<file path="config.mk">
export PLATFORM = sky130hd
export DESIGN_NAME = sync_length_checksum_deframer
export DESIGN_NICKNAME = d
export VERILOG_FILES = /design/src/sv/slcd_pkg.sv /design/src/sv/sync_length_checksum_deframer.sv
export SDC_FILE = /design/constraint.sdc
export NUM_CORES = 1
export LEC_CHECK = 0
export ABC_AREA = 1
export BUFFER_PORTS_ARGS = -buffer_cell sky130_fd_sc_hd__buf_2
export CORE_MARGIN = 10
export CORE_UTILIZATION = 35
export CTS_CLUSTER_SIZE = 24
export DETAILED_ROUTE_END_ITERATION = 8
export HOLD_SLACK_MARGIN = 0.06
export MAX_ROUTING_LAYER = met4
export PLACE_DENSITY = 0.61
export SYNTH_ARGS = -nofsm -noshare
export SYNTH_HDL_FRONTEND = slang
export SYNTH_SLANG_ARGS = --single-unit
</file>
<file path="constraint.sdc">
create_clock -name clock -period 7 [get_ports clock]
set_input_delay 0 -clock clock [delete_from_list [all_inputs] [get_ports clock]]
set_output_delay 0 -clock clock [all_outputs]
set_load 0.005 [all_outputs]
</file>
<file path="src/sv/slcd_pkg.sv">
// Shared types and constants for the sync/length/checksum deframer.
package slcd_pkg;

   localparam int BYTE_W      = 8;
   localparam int WORD_W      = 16;
   localparam int SUM_W       = 32;
   localparam int PARTIAL_W   = 24;
   localparam int STEP_W      = 2;
   localparam int STATUS_W    = 3;
   localparam int CSR_IDX_W   = 3;
   localparam int REQ_DATA_W  = 8;
   localparam int RSP_FIELD_W = 83;
   localparam int RSP_DATA_W  = 88;

   typedef enum logic [3:0] {
      PH_SYNC = 4'd0,
      PH_SUB1 = 4'd1,
      PH_SUB2 = 4'd2,
      PH_PID  = 4'd3,
      PH_TID  = 4'd4,
      PH_CODE = 4'd5,
      PH_LEN  = 4'd6,
      PH_DATA = 4'd7,
      PH_CHK  = 4'd8
   } phase_type;

   typedef enum logic [CSR_IDX_W-1:0] {
      CSR_SYNC_VALUE      = 3'd0,
      CSR_SUB_SYNC_VALUE  = 3'd1,
      CSR_SUB_SYNC2_VALUE = 3'd2,
      CSR_SUB_SYNC_ENABLE = 3'd3,
      CSR_TYPE_MASK       = 3'd4,
      CSR_EXPECTED_TYPE   = 3'd5,
      CSR_RESPONSE_TYPE   = 3'd6,
      CSR_DATA_TYPE       = 3'd7
   } csr_index_type;

   localparam logic [STATUS_W-1:0] ST_OK            = 3'd0;
   localparam logic [STATUS_W-1:0] ST_TYPE_MISMATCH = 3'd1;
   localparam logic [STATUS_W-1:0] ST_MISMATCH_RSP  = 3'd2;
   localparam logic [STATUS_W-1:0] ST_MISMATCH_DATA = 3'd3;
   localparam logic [STATUS_W-1:0] ST_CHECKSUM_FAIL = 3'd4;

   localparam logic KIND_PAYLOAD = 1'b0;
   localparam logic KIND_END     = 1'b1;

   localparam logic [STEP_W-1:0] CHK_LAST_STEP = 2'd3;

endpackage

</file>
<file path="src/sv/sync_length_checksum_deframer.sv">
// Byte-stream packet deframer: sync, sub-sync, header, payload, 32-bit check word.
// An accepted byte sits in the input register, is parsed into the result register, and its
// result (if any) is on rsp_ from then on.
// Throughput: one byte per cycle while the rsp_ side does not stall; the parse step is one
// phase update and one 32-bit add. A stalled rsp_ side holds the result register; the input
// register still takes a byte when the result register is being emptied in the same cycle.
// Reset (synchronous, active high) clears all parser state and all configuration registers.
module sync_length_checksum_deframer (
   input  logic                                   clock,
   input  logic                                   reset,
   // req_tdata: [7:0] rx_byte
   input  logic                                   req_tvalid,
   output logic                                   req_tready,
   input  logic [slcd_pkg::REQ_DATA_W-1:0]        req_tdata,
   // rsp_tdata: [7:0] payload_byte, [23:8] payload_index, [31:24] packet_id,
   //   [47:32] transaction_id, [63:48] command_code, [79:64] payload_length,
   //   [82:80] status, [87:83] zero
   output logic                                   rsp_tvalid,
   input  logic                                   rsp_tready,
   output logic [slcd_pkg::RSP_DATA_W-1:0]        rsp_tdata,
   // rsp_tuser: [0] result_kind
   output logic                                   rsp_tuser,
   input  logic                                   csr_valid,
   output logic                                   csr_ready,
   input  logic [slcd_pkg::CSR_IDX_W-1:0]         csr_index,
   input  logic [slcd_pkg::BYTE_W-1:0]            csr_data
);
   import slcd_pkg::*;

   // configuration
   logic [BYTE_W-1:0] sync_value_ff, sub_sync_value_ff, sub_sync2_value_ff;
   logic              sub_sync_enable_ff;
   logic [BYTE_W-1:0] type_mask_ff, expected_type_ff, response_type_ff, data_type_ff;

   // input stage
   logic              in_valid_ff;
   logic [BYTE_W-1:0] in_byte_ff;

   // parser state
   phase_type            phase_ff, phase_in;
   logic [STEP_W-1:0]    step_ff, step_in;
   logic [PARTIAL_W-1:0] partial_ff, partial_in;
   logic [SUM_W-1:0]     sum_ff, sum_in;
   logic [WORD_W-1:0]    left_ff, left_in;
   logic [WORD_W-1:0]    idx_ff, idx_in;
   logic [BYTE_W-1:0]    prev_ff;
   logic [BYTE_W-1:0]    hid_ff, hid_in;
   logic [WORD_W-1:0]    htid_ff, htid_in;
   logic [WORD_W-1:0]    hcode_ff, hcode_in;
   logic [WORD_W-1:0]    hlen_ff, hlen_in;

   // result register
   logic                  rsp_valid_ff;
   logic                  rsp_kind_ff;
   logic [RSP_DATA_W-1:0] rsp_data_ff;

   // parse-step signals
   logic                 proc_fire;
   logic                 resync;
   phase_type            ph;
   logic [SUM_W-1:0]     sum_base;
   logic [STEP_W-1:0]    step_base;
   logic [WORD_W-1:0]    idx_base;
   logic [WORD_W-1:0]    word;
   logic [WORD_W-1:0]    left_dec;
   logic [SUM_W-1:0]     chk_sum;
   logic [BYTE_W-1:0]    pkt_type;
   logic                 res_valid;
   logic                 res_kind;
   logic [STATUS_W-1:0]  res_status;
   logic [RSP_FIELD_W-1:0] res_fields;
   logic [BYTE_W-1:0]    b;

   assign b         = in_byte_ff;
   assign proc_fire = in_valid_ff && (!rsp_valid_ff || rsp_tready);
   assign req_tready = !in_valid_ff || proc_fire;
   assign csr_ready = 1'b1;

   // sync followed by sub-sync restarts the packet from any phase but the first sub-sync
   assign resync = sub_sync_enable_ff && (b == sub_sync_value_ff) &&
                   (prev_ff == sync_value_ff) && (phase_ff != PH_SUB1);
   assign ph        = resync ? PH_SUB1 : phase_ff;
   assign sum_base  = resync ? {{(SUM_W-BYTE_W){1'b0}}, sync_value_ff} : sum_ff;
   assign step_base = resync ? '0 : step_ff;
   assign idx_base  = resync ? '0 : idx_ff;

   assign word     = {b, partial_ff[BYTE_W-1:0]};
   assign left_dec = left_ff - 1'b1;
   assign chk_sum  = sum_base + {b, partial_ff};
   assign pkt_type = hid_ff & type_mask_ff;

   // next parser state
   always_comb begin
      phase_in   = ph;
      step_in    = step_base;
      partial_in = partial_ff;
      sum_in     = sum_base;
      left_in    = left_ff;
      idx_in     = idx_base;
      hid_in     = hid_ff;
      htid_in    = htid_ff;
      hcode_in   = hcode_ff;
      hlen_in    = hlen_ff;
      case (ph)
         PH_SYNC: begin
            if (b == sync_value_ff) begin
               sum_in   = {{(SUM_W-BYTE_W){1'b0}}, b};
               phase_in = sub_sync_enable_ff ? PH_SUB1 : PH_PID;
            end
         end
         PH_SUB1: begin
            if (b == sub_sync_value_ff) begin
               sum_in   = sum_base + {{(SUM_W-BYTE_W){1'b0}}, b};
               phase_in = PH_SUB2;
            end else begin
               phase_in = PH_SYNC;
            end
         end
         PH_SUB2: begin
            if (b == sub_sync2_value_ff) begin
               sum_in   = sum_base + {{(SUM_W-BYTE_W){1'b0}}, b};
               phase_in = PH_PID;
            end else begin
               phase_in = PH_SYNC;
            end
         end
         PH_PID: begin
            hid_in   = b;
            sum_in   = sum_base + {{(SUM_W-BYTE_W){1'b0}}, b};
            step_in  = '0;
            phase_in = PH_TID;
         end
         PH_TID, PH_CODE, PH_LEN: begin
            if (step_base == '0) begin
               partial_in = {{(PARTIAL_W-BYTE_W){1'b0}}, b};
               step_in    = 2'd1;
            end else begin
               sum_in  = sum_base + {{(SUM_W-WORD_W){1'b0}}, word};
               step_in = '0;
               if (ph == PH_TID) begin
                  htid_in  = word;
                  phase_in = PH_CODE;
               end else if (ph == PH_CODE) begin
                  hcode_in = word;
                  phase_in = PH_LEN;
               end else begin
                  hlen_in  = word;
                  left_in  = word;
                  idx_in   = '0;
                  phase_in = (word == '0) ? PH_CHK : PH_DATA;
               end
            end
         end
         PH_DATA: begin
            idx_in  = idx_base + 1'b1;
            sum_in  = sum_base + {{(SUM_W-BYTE_W){1'b0}}, b};
            left_in = left_dec;
            if (left_dec == '0) begin
               step_in  = '0;
               phase_in = PH_CHK;
            end
         end
         PH_CHK: begin
            if (step_base != CHK_LAST_STEP) begin
               case (step_base)
                  2'd0:    partial_in[7:0]   = b;
                  2'd1:    partial_in[15:8]  = b;
                  default: partial_in[23:16] = b;
               endcase
               step_in = step_base + 1'b1;
            end else begin
               sum_in   = chk_sum;
               phase_in = PH_SYNC;
               step_in  = '0;
               idx_in   = '0;
            end
         end
         default: begin
            phase_in = PH_SYNC;
         end
      endcase
   end

   // result of this byte
   always_comb begin
      res_valid  = 1'b0;
      res_kind   = KIND_PAYLOAD;
      res_status = ST_OK;
      res_fields = '0;
      if (chk_sum != '0)                      res_status = ST_CHECKSUM_FAIL;
      else if (pkt_type == expected_type_ff)  res_status = ST_OK;
      else if (pkt_type == response_type_ff)  res_status = ST_MISMATCH_RSP;
      else if (pkt_type == data_type_ff)      res_status = ST_MISMATCH_DATA;
      else                                    res_status = ST_TYPE_MISMATCH;
      case (ph)
         PH_DATA: begin
            res_valid  = 1'b1;
            res_kind   = KIND_PAYLOAD;
            res_fields = {{(RSP_FIELD_W-WORD_W-BYTE_W){1'b0}}, idx_base, b};
         end
         PH_CHK: begin
            if (step_base == CHK_LAST_STEP) begin
               res_valid  = 1'b1;
               res_kind   = KIND_END;
               res_fields = {res_status, hlen_ff, hcode_ff, htid_ff, hid_ff,
                             {(WORD_W+BYTE_W){1'b0}}};
            end
         end
         default: begin
            res_valid = 1'b0;
         end
      endcase
   end

   // configuration writes
   always_ff @(posedge clock) begin
      if (reset) begin
         sync_value_ff      <= '0;
         sub_sync_value_ff  <= '0;
         sub_sync2_value_ff <= '0;
         sub_sync_enable_ff <= 1'b0;
         type_mask_ff       <= '0;
         expected_type_ff   <= '0;
         response_type_ff   <= '0;
         data_type_ff       <= '0;
      end else if (csr_valid) begin
         case (csr_index_type'(csr_index))
            CSR_SYNC_VALUE:      sync_value_ff      <= csr_data;
            CSR_SUB_SYNC_VALUE:  sub_sync_value_ff  <= csr_data;
            CSR_SUB_SYNC2_VALUE: sub_sync2_value_ff <= csr_data;
            CSR_SUB_SYNC_ENABLE: sub_sync_enable_ff <= csr_data[0];
            CSR_TYPE_MASK:       type_mask_ff       <= csr_data;
            CSR_EXPECTED_TYPE:   expected_type_ff   <= csr_data;
            CSR_RESPONSE_TYPE:   response_type_ff   <= csr_data;
            CSR_DATA_TYPE:       data_type_ff       <= csr_data;
            default:             sync_value_ff      <= sync_value_ff;
         endcase
      end
   end

   // input register
   always_ff @(posedge clock) begin
      if (reset) begin
         in_valid_ff <= 1'b0;
      end else if (req_tready) begin
         in_valid_ff <= req_tvalid;
      end
   end

   always_ff @(posedge clock) begin
      if (req_tready && req_tvalid) begin
         in_byte_ff <= req_tdata[BYTE_W-1:0];
      end
   end

   // parser state
   always_ff @(posedge clock) begin
      if (reset) begin
         phase_ff   <= PH_SYNC;
         step_ff    <= '0;
         partial_ff <= '0;
         sum_ff     <= '0;
         left_ff    <= '0;
         idx_ff     <= '0;
         prev_ff    <= '0;
         hid_ff     <= '0;
         htid_ff    <= '0;
         hcode_ff   <= '0;
         hlen_ff    <= '0;
      end else if (proc_fire) begin
         phase_ff   <= phase_in;
         step_ff    <= step_in;
         partial_ff <= partial_in;
         sum_ff     <= sum_in;
         left_ff    <= left_in;
         idx_ff     <= idx_in;
         prev_ff    <= b;
         hid_ff     <= hid_in;
         htid_ff    <= htid_in;
         hcode_ff   <= hcode_in;
         hlen_ff    <= hlen_in;
      end
   end

   // result register: load on a parsed beat with a result, drop when taken
   always_ff @(posedge clock) begin
      if (reset) begin
         rsp_valid_ff <= 1'b0;
      end else if (proc_fire) begin
         rsp_valid_ff <= res_valid;
      end else if (rsp_tready) begin
         rsp_valid_ff <= 1'b0;
      end
   end

   always_ff @(posedge clock) begin
      if (proc_fire && res_valid) begin
         rsp_kind_ff <= res_kind;
         rsp_data_ff <= {{(RSP_DATA_W-RSP_FIELD_W){1'b0}}, res_fields};
      end
   end

   assign rsp_tvalid = rsp_valid_ff;
   assign rsp_tdata  = rsp_data_ff;
   assign rsp_tuser  = rsp_kind_ff;

endmodule

</file>
==> results.json, run 1 <==
{
  "outcome": "complete, no violations",
  "ir_worst_vdd_mv": 0.141,
  "regToRegSetupSlack_ps": 1310,
  "synth_warnings": 0,
  "path_class": "reg2reg",
  "fillers": 5537,
  "post_cts_buffers": 0,
  "dieWidth_um": 251,
  "coreArea_mm2": 0.0527,
  "switchingPower_mw": 1.06,
  "cts_made_buffers": 35,
  "synth_common_cells": "nand2_1 (617), nor2_1 (377), inv_1 (289)",
  "postSynthAreaPerCell_um2": 6.86,
  "synth_top_area_frac": 0.233,
  "relSlewSlack": 0.230,
  "grt_pass1_wl_mm": 104,
  "post_drt_wl_per_cell_um": 19.2,
  "syn-cell-area_mm2": 0.0187,
  "startpoint": "b[7]$_DFFE_PP_",
  "utilization": 0.403,
  "antenna_found_initial": 2,
  "grt_setup_unrepaired": "false",
  "crit_end": "sum_ff[30]$_SDFFE_PP0P_",
  "cts_sinks": 309,
  "p_int_mw": 3.03,
  "crit_path_max_fanout": 31,
  "cpMostUsedCell": "nand2_1",
  "wirelength_mm": 67.6,
  "critPathArrivalTime_ps": 6100,
  "place_congestion": 1.01,
  "cp_slowest_stage_delay_ps": 560,
  "synth_cell_type_count": 60,
  "synth_cells": 2721,
  "r2r-start": "b[7]$_DFFE_PP_",
  "worstSetupEndpointType": "flip-flop",
  "clkPwrFrac": 0.453,
  "async_reset_ff_frac": 0,
  "drive_gt1_frac": 0.105,
  "via_per_inst": 5.28,
  "finalPower_mw": 4.09,
  "drv_cap": 0,
  "cts-root-buf": "clkbuf_16",
  "r2r_cells": 31,
  "rows": 84,
  "cp-start-kind": "flip-flop",
  "synth_edf_count": 92,
  "die_h_um": 251,
  "grt_usage": 0.213,
  "cts_buffer_depth": 3,
  "overflow": 0,
  "p_per_area_mw_per_mm2": 193,
  "drtAntennaViolNets": 0,
  "yosys_register_bits": 309,
  "initial_core_util": 0.354,
  "grt_pass1_vias": 17600,
  "finalHoldViolations": 0,
  "slowest_stage": "inv_2",
  "drtPass1Iterations": 6,
  "setup_violations": 0,
  "yosysMostFrequentCell": "nand2_1",
  "ys_seq_area_frac": 0.381,
  "cts_tree": "built",
  "grt_max_degree": 123,
  "portBuffers": 109,
  "clkTransAtPathRegs_ps": 70,
  "worstReg2RegEnd": "sum_ff[30]$_SDFFE_PP0P_",
  "htreeDepth": 2,
  "leakage_nw": 8.95,
  "post-route-period-util": 0.812,
  "area_growth_pct": 13.6,
  "fin_crit_ps": 5690,
  "num-nets-final": 2867,
  "synth_flop_cell": "dfxtp_1",
  "yosysTopAreaCell": "dfxtp_1",
  "hold_class": "in2reg",
  "dieArea_mm2": 0.0629,
  "critical_path_required_ps": 7410,
  "drc_errors": 0,
  "maxSlewViolCount": 0,
  "hpwl_mm": 48.7,
  "num_io_pins": 116,
  "pwr-share-seq": 0.462,
  "insertion_delay_ps": 560,
  "fin_tns_setup_ps": 0,
  "finalClockSkew_ps": 25.7,
  "pwr-share-comb": 0.084,
  "swShare": 0.259,
  "synth_area_leaders": "dfxtp_1 (23%), edfxtp_1 (15%), nand2_1 (12%), nor2_1 (7.6%), o21ai_0 (6.3%)",
  "vias": 18600,
  "drt_iter0_markers": 1852,
  "tightest_slew_ps": 1160,
  "fmax_mhz": 176
}
-- cells in the final DEF, fill, tap and decap left out, types with 43 or more instances in the layout --
| cell type | count |
|---|---|
| inv_1 | 288 |
| dfxtp_1 | 217 |
| nand3_1 | 151 |
| nand4_1 | 53 |
| buf_2 | 109 |
| edfxtp_1 | 92 |
| o21ai_0 | 235 |
| nor2_1 | 377 |
| xor2_1 | 43 |
| nand2_1 | 616 |
| a21oi_1 | 210 |
-- logic make-up (layout without fill, tap and decap cells) --
kind of cell	after synthesis	in the layout	share of synthesized area
AO/OA/AOI/OAI	553	553	0.161
XOR/XNOR	68	68	0.0319
adder cells (fa/ha/maj)	31	31	0.0216
buffers and inverters	425	538	0.0913
flip-flops	309	309	0.381
other	2	8	0.000403
AND/OR/NAND/NOR	1333	1333	0.313
-- critical path, delay by kind of cell, from the launching register on --
kind / cells / cell delay (ps)
simple gates: 22 / 2720
flops: 1 / 540
compound gates: 3 / 660
buf+inv: 4 / 940
fa+ha+maj: 2 / 650
-- area by class of cell --
type / instances / area, µm² / area share
diodes: 2 / 5.00 / 0.000236
clock buffers: 49 / 1020 / 0.0482
clock inverters: 14 / 121 / 0.00573
inverters: 318 / 1200 / 0.0568
multi-input cells: 1991 / 9890 / 0.466
flip-flops and latches: 309 / 7110 / 0.335
well taps: 688 / 861 / 0.0406
repair buffers: 157 / 991 / 0.0468
-- layer usage --
layer	vias up	share of wire	GRT usage
met5	-	0	-
met4	0	0.028	0.0651
met3	115	0.072	0.0359
met2	699	0.46	0.337
met1	8687	0.44	0.273
li1	9138	-	-
-- worst min-delay path by stage --
stage	cells past startpoint	slack, ps	start	end
global route	3	120	reset	sum_ff[30]$_SDFFE_PP0P_
detailed placement	1	190	req_tdata[1]	b[1]$_DFFE_PP_
CTS	3	80	reset	phase_ff[2]$_SDFFE_PP0P_
finish	3	120	reset	phase_ff[2]$_SDFFE_PP0P_
global placement	1	180	req_tdata[2]	b[2]$_DFFE_PP_
floorplan	0	100	req_tdata[0]	b[0]$_DFFE_PP_
-- state kept, by name (all words and copies together) (netlist names), 16 cells and up --
register	cells
idx_ff	16
hcode_ff	16
partial_ff	24
sum_ff	32
rsp_tdata	83
htid_ff	16
hlen_ff	16
left_ff	16
-- repair_timing --
item,CTS,global route
gates resized for setup,0,0
hold endpoints to repair,75,0
hold buffers,29,0
-- power by group through the flow --
stage | Sequential (mW) | Clock [mW] | Combinational [mW]
floorplan | 1.92 | 0 | 0.227
global placement | 1.93 | 0 | 0.326
detailed placement | 1.93 | 0 | 0.325
CTS | 1.89 | 1.89 | 0.338
global route | 1.89 | 1.95 | 0.377
finish | 1.89 | 1.86 | 0.345
-- stage by stage --
stage	cells	setup slack, ps	hold slack (ps)	instance area (µm²)
floorplan	2725	235	98.9	18700
global placement	3434	1640	182	19800
detailed placement	3434	1490	192	19800
CTS	3526	1490	83.8	21200
global route	3528	977	121	21200
finish	3528	1310	118	21200
(Power assumes the default switching activity.)
==> run 2, diff against run 1 <==
==> constraint.sdc (replaced) <==
create_clock -name clock -period 5 [get_ports clock]
set_input_delay 0 -clock clock [delete_from_list [all_inputs] [get_ports clock]]
set_output_delay 0 -clock clock [all_outputs]
set_load 0.005 [all_outputs]
==> run 2 against run 1 <==
Maximum frequency grew 22%. Routed wire length is 5.0% higher. Via count grew 1.7%. Critical path type unchanged.
==> results.json, run 2 (synthesis gave the netlist of run 1 again) <==
{
  "outcome": "complete, no violations",
  "rows": 84,
  "fin_tns_setup_ps": 0,
  "grt_pass1_wl_mm": 108,
  "fillers": 5506,
  "regToRegSetupSlack_ps": 350,
  "post_drt_wl_per_cell_um": 19.9,
  "hold_path_depth": 5,
  "crit_path_max_fanout": 50,
  "die_h_um": 251,
  "drive_gt1_frac": 0.115,
  "hp-start": "csr_valid",
  "finalClockSkew_ps": 26.2,
  "worstReg2RegEnd": "partial_ff[11]$_SDFFE_PP0P_",
  "leakage_nw": 9.10,
  "maxSlewViolCount": 0,
  "post-route-period-util": 0.930,
  "drtPass1Iterations": 5,
  "ir_worst_vdd_mv": 0.177,
  "cpMostUsedCell": "nor2_1",
  "insertion_delay_ps": 560,
  "num-nets-final": 2899,
  "area_growth_pct": 15.0,
  "dieWidth_um": 251,
  "drtAntennaViolNets": 0,
  "layout.cells.non_filler": 3561,
  "grt_pass1_vias": 18000,
  "dp_cells": 3463,
  "dieArea_mm2": 0.0629,
  "fin_hold_ws_ps": 101,
  "finalHoldViolations": 0,
  "final_common_cell": "nand2_1",
  "slowest_stage": "ha_2",
  "clkTransAtPathRegs_ps": 60,
  "final_cell_mix": "nand2_1 (616), nor2_1 (376), inv_1 (288)",
  "cts_made_buffers": 36,
  "drc_errors": 0,
  "place_congestion": 0.968,
  "critPathArrivalTime_ps": 5120,
  "finalPower_mw": 5.78,
  "grt_max_degree": 108,
  "crit_chain": "inv_1 -> nor2_1 -> a21oi_1 -> nand2_1 -> nor2_1 -> nand2_4 -> inv_2 -> buf_4 -> nor2_1 -> ha_2 -> nand2_2 -> nand2_2 -> nor2_1 -> o21ai_1 -> o21ai_0 -> a21oi_1",
  "cp_slowest_stage_delay_ps": 880,
  "coreArea_mm2": 0.0527,
  "wirelength_mm": 71.0,
  "cts_sinks": 309,
  "cts_buffer_depth": 3,
  "portBuffers": 109,
  "initial_core_util": 0.354,
  "via_per_inst": 5.32,
  "critical_path_required_ps": 5470,
  "finish.instance_area_mm2": 0.0214,
  "hpwl_mm": 52.9,
  "min_to": "data_type_ff[0]$_SDFFE_PP0P_",
  "drv_cap": 0,
  "largest_reg_flops": 83,
  "cp-start-kind": "flip-flop",
  "r2r_cells": 16,
  "antenna_found_initial": 2,
  "tightest_slew_ps": 1250,
  "setup_violations": 0,
  "fin_crit_ps": 4650,
  "num_io_pins": 116,
  "path_class": "reg2reg",
  "cts-root-buf": "clkbuf_16",
  "r2r-start": "phase_ff[0]$_SDFFE_PP0P_",
  "htreeDepth": 2,
  "relSlewSlack": 0.158,
  "vias": 19000,
  "hold_class": "in2reg",
  "p_per_area_mw_per_mm2": 269,
  "overflow": 0,
  "worstSetupEndpointType": "flip-flop",
  "grt_usage": 0.222,
  "fmax_mhz": 215,
  "drt_iter0_markers": 1835,
  "placed_area_mm2": 0.0200,
  "cts_tree": "built"
}
run 2: cell count changes in the layout (fill, tap and decap cells not counted), moves of 2 or more:
cell,before,now
clkbuf_1,7,15
dlygate4sd3_1,29,27
bufinv_16,1,3
buf_4,18,50
clkbuf_8,5,3
clkinv_2,6,4
run 2: cell type report:
cell class,instances,area [µm²],area share
clock buffers,54,998,0.0465
diodes,2,5.00,0.000233
well taps,688,861,0.0401
multi-input cells,1991,9890,0.461
inverters,318,1200,0.0559
repair buffers,188,1230,0.0574
clock inverters,11,151,0.00706
flip-flops and latches,309,7110,0.331
run 2: timing repair:
action	in CTS	in global routing
gates resized for setup	0	3
endpoints found under the hold margin	75	0
endpoints found under the setup margin	0	15
setup buffers	0	4
hold buffers	27	0
run 2: layer usage:
metal  track usage  wire length (µm)  vias up
met5             -                 0        -
met1         0.284             31500     8894
met2         0.349             32000      707
met4        0.0802              2500        0
met3        0.0374              4990      134
li1              -                 -     9221
run 2: worst max path at each step:
stage	startpoint	to	slack, ps	cells after the start
after CTS	b[4]$_DFFE_PP_	sum_ff[30]$_SDFFE_PP0P_	290	30
after global routing	b[4]$_DFFE_PP_	sum_ff[30]$_SDFFE_PP0P_	-20	30
after floorplan	b[0]$_DFFE_PP_	sum_ff[30]$_SDFFE_PP0P_	550	33
after detailed placement	b[4]$_DFFE_PP_	sum_ff[30]$_SDFFE_PP0P_	300	30
after global placement	b[4]$_DFFE_PP_	sum_ff[30]$_SDFFE_PP0P_	350	30
final	phase_ff[0]$_SDFFE_PP0P_	partial_ff[11]$_SDFFE_PP0P_	350	16
run 2: power by group:
group / internal (mW) / total (mW) / leakage (nW) / switching [mW]
sequential: 2.61 / 2.64 / 2.54 / 0.0319
clock: 1.55 / 2.61 / 0.559 / 1.07
combinational: 0.159 / 0.527 / 6.00 / 0.368
total: 4.31 / 5.78 / 9.10 / 1.47
run 2: worst max-delay path: cells and delay by family (launching register included):
kind	cells	cell delay [ps]
DFF	1	330
AOI/OAI and AO/OA	4	1170
and+or+nand+nor	8	1740
buffers and inverters	3	420
adders and majority gates	1	880
run 2: per-stage QoR:
step / setup WS (ps) / utilization
6_report: 348 / 0.407
5_1_grt: -16.7 / 0.407
4_1_cts: 293 / 0.407
3_5_place_dp: 303 / 0.380
3_3_place_gp: 349 / 0.380
2_1_floorplan: 546 / -
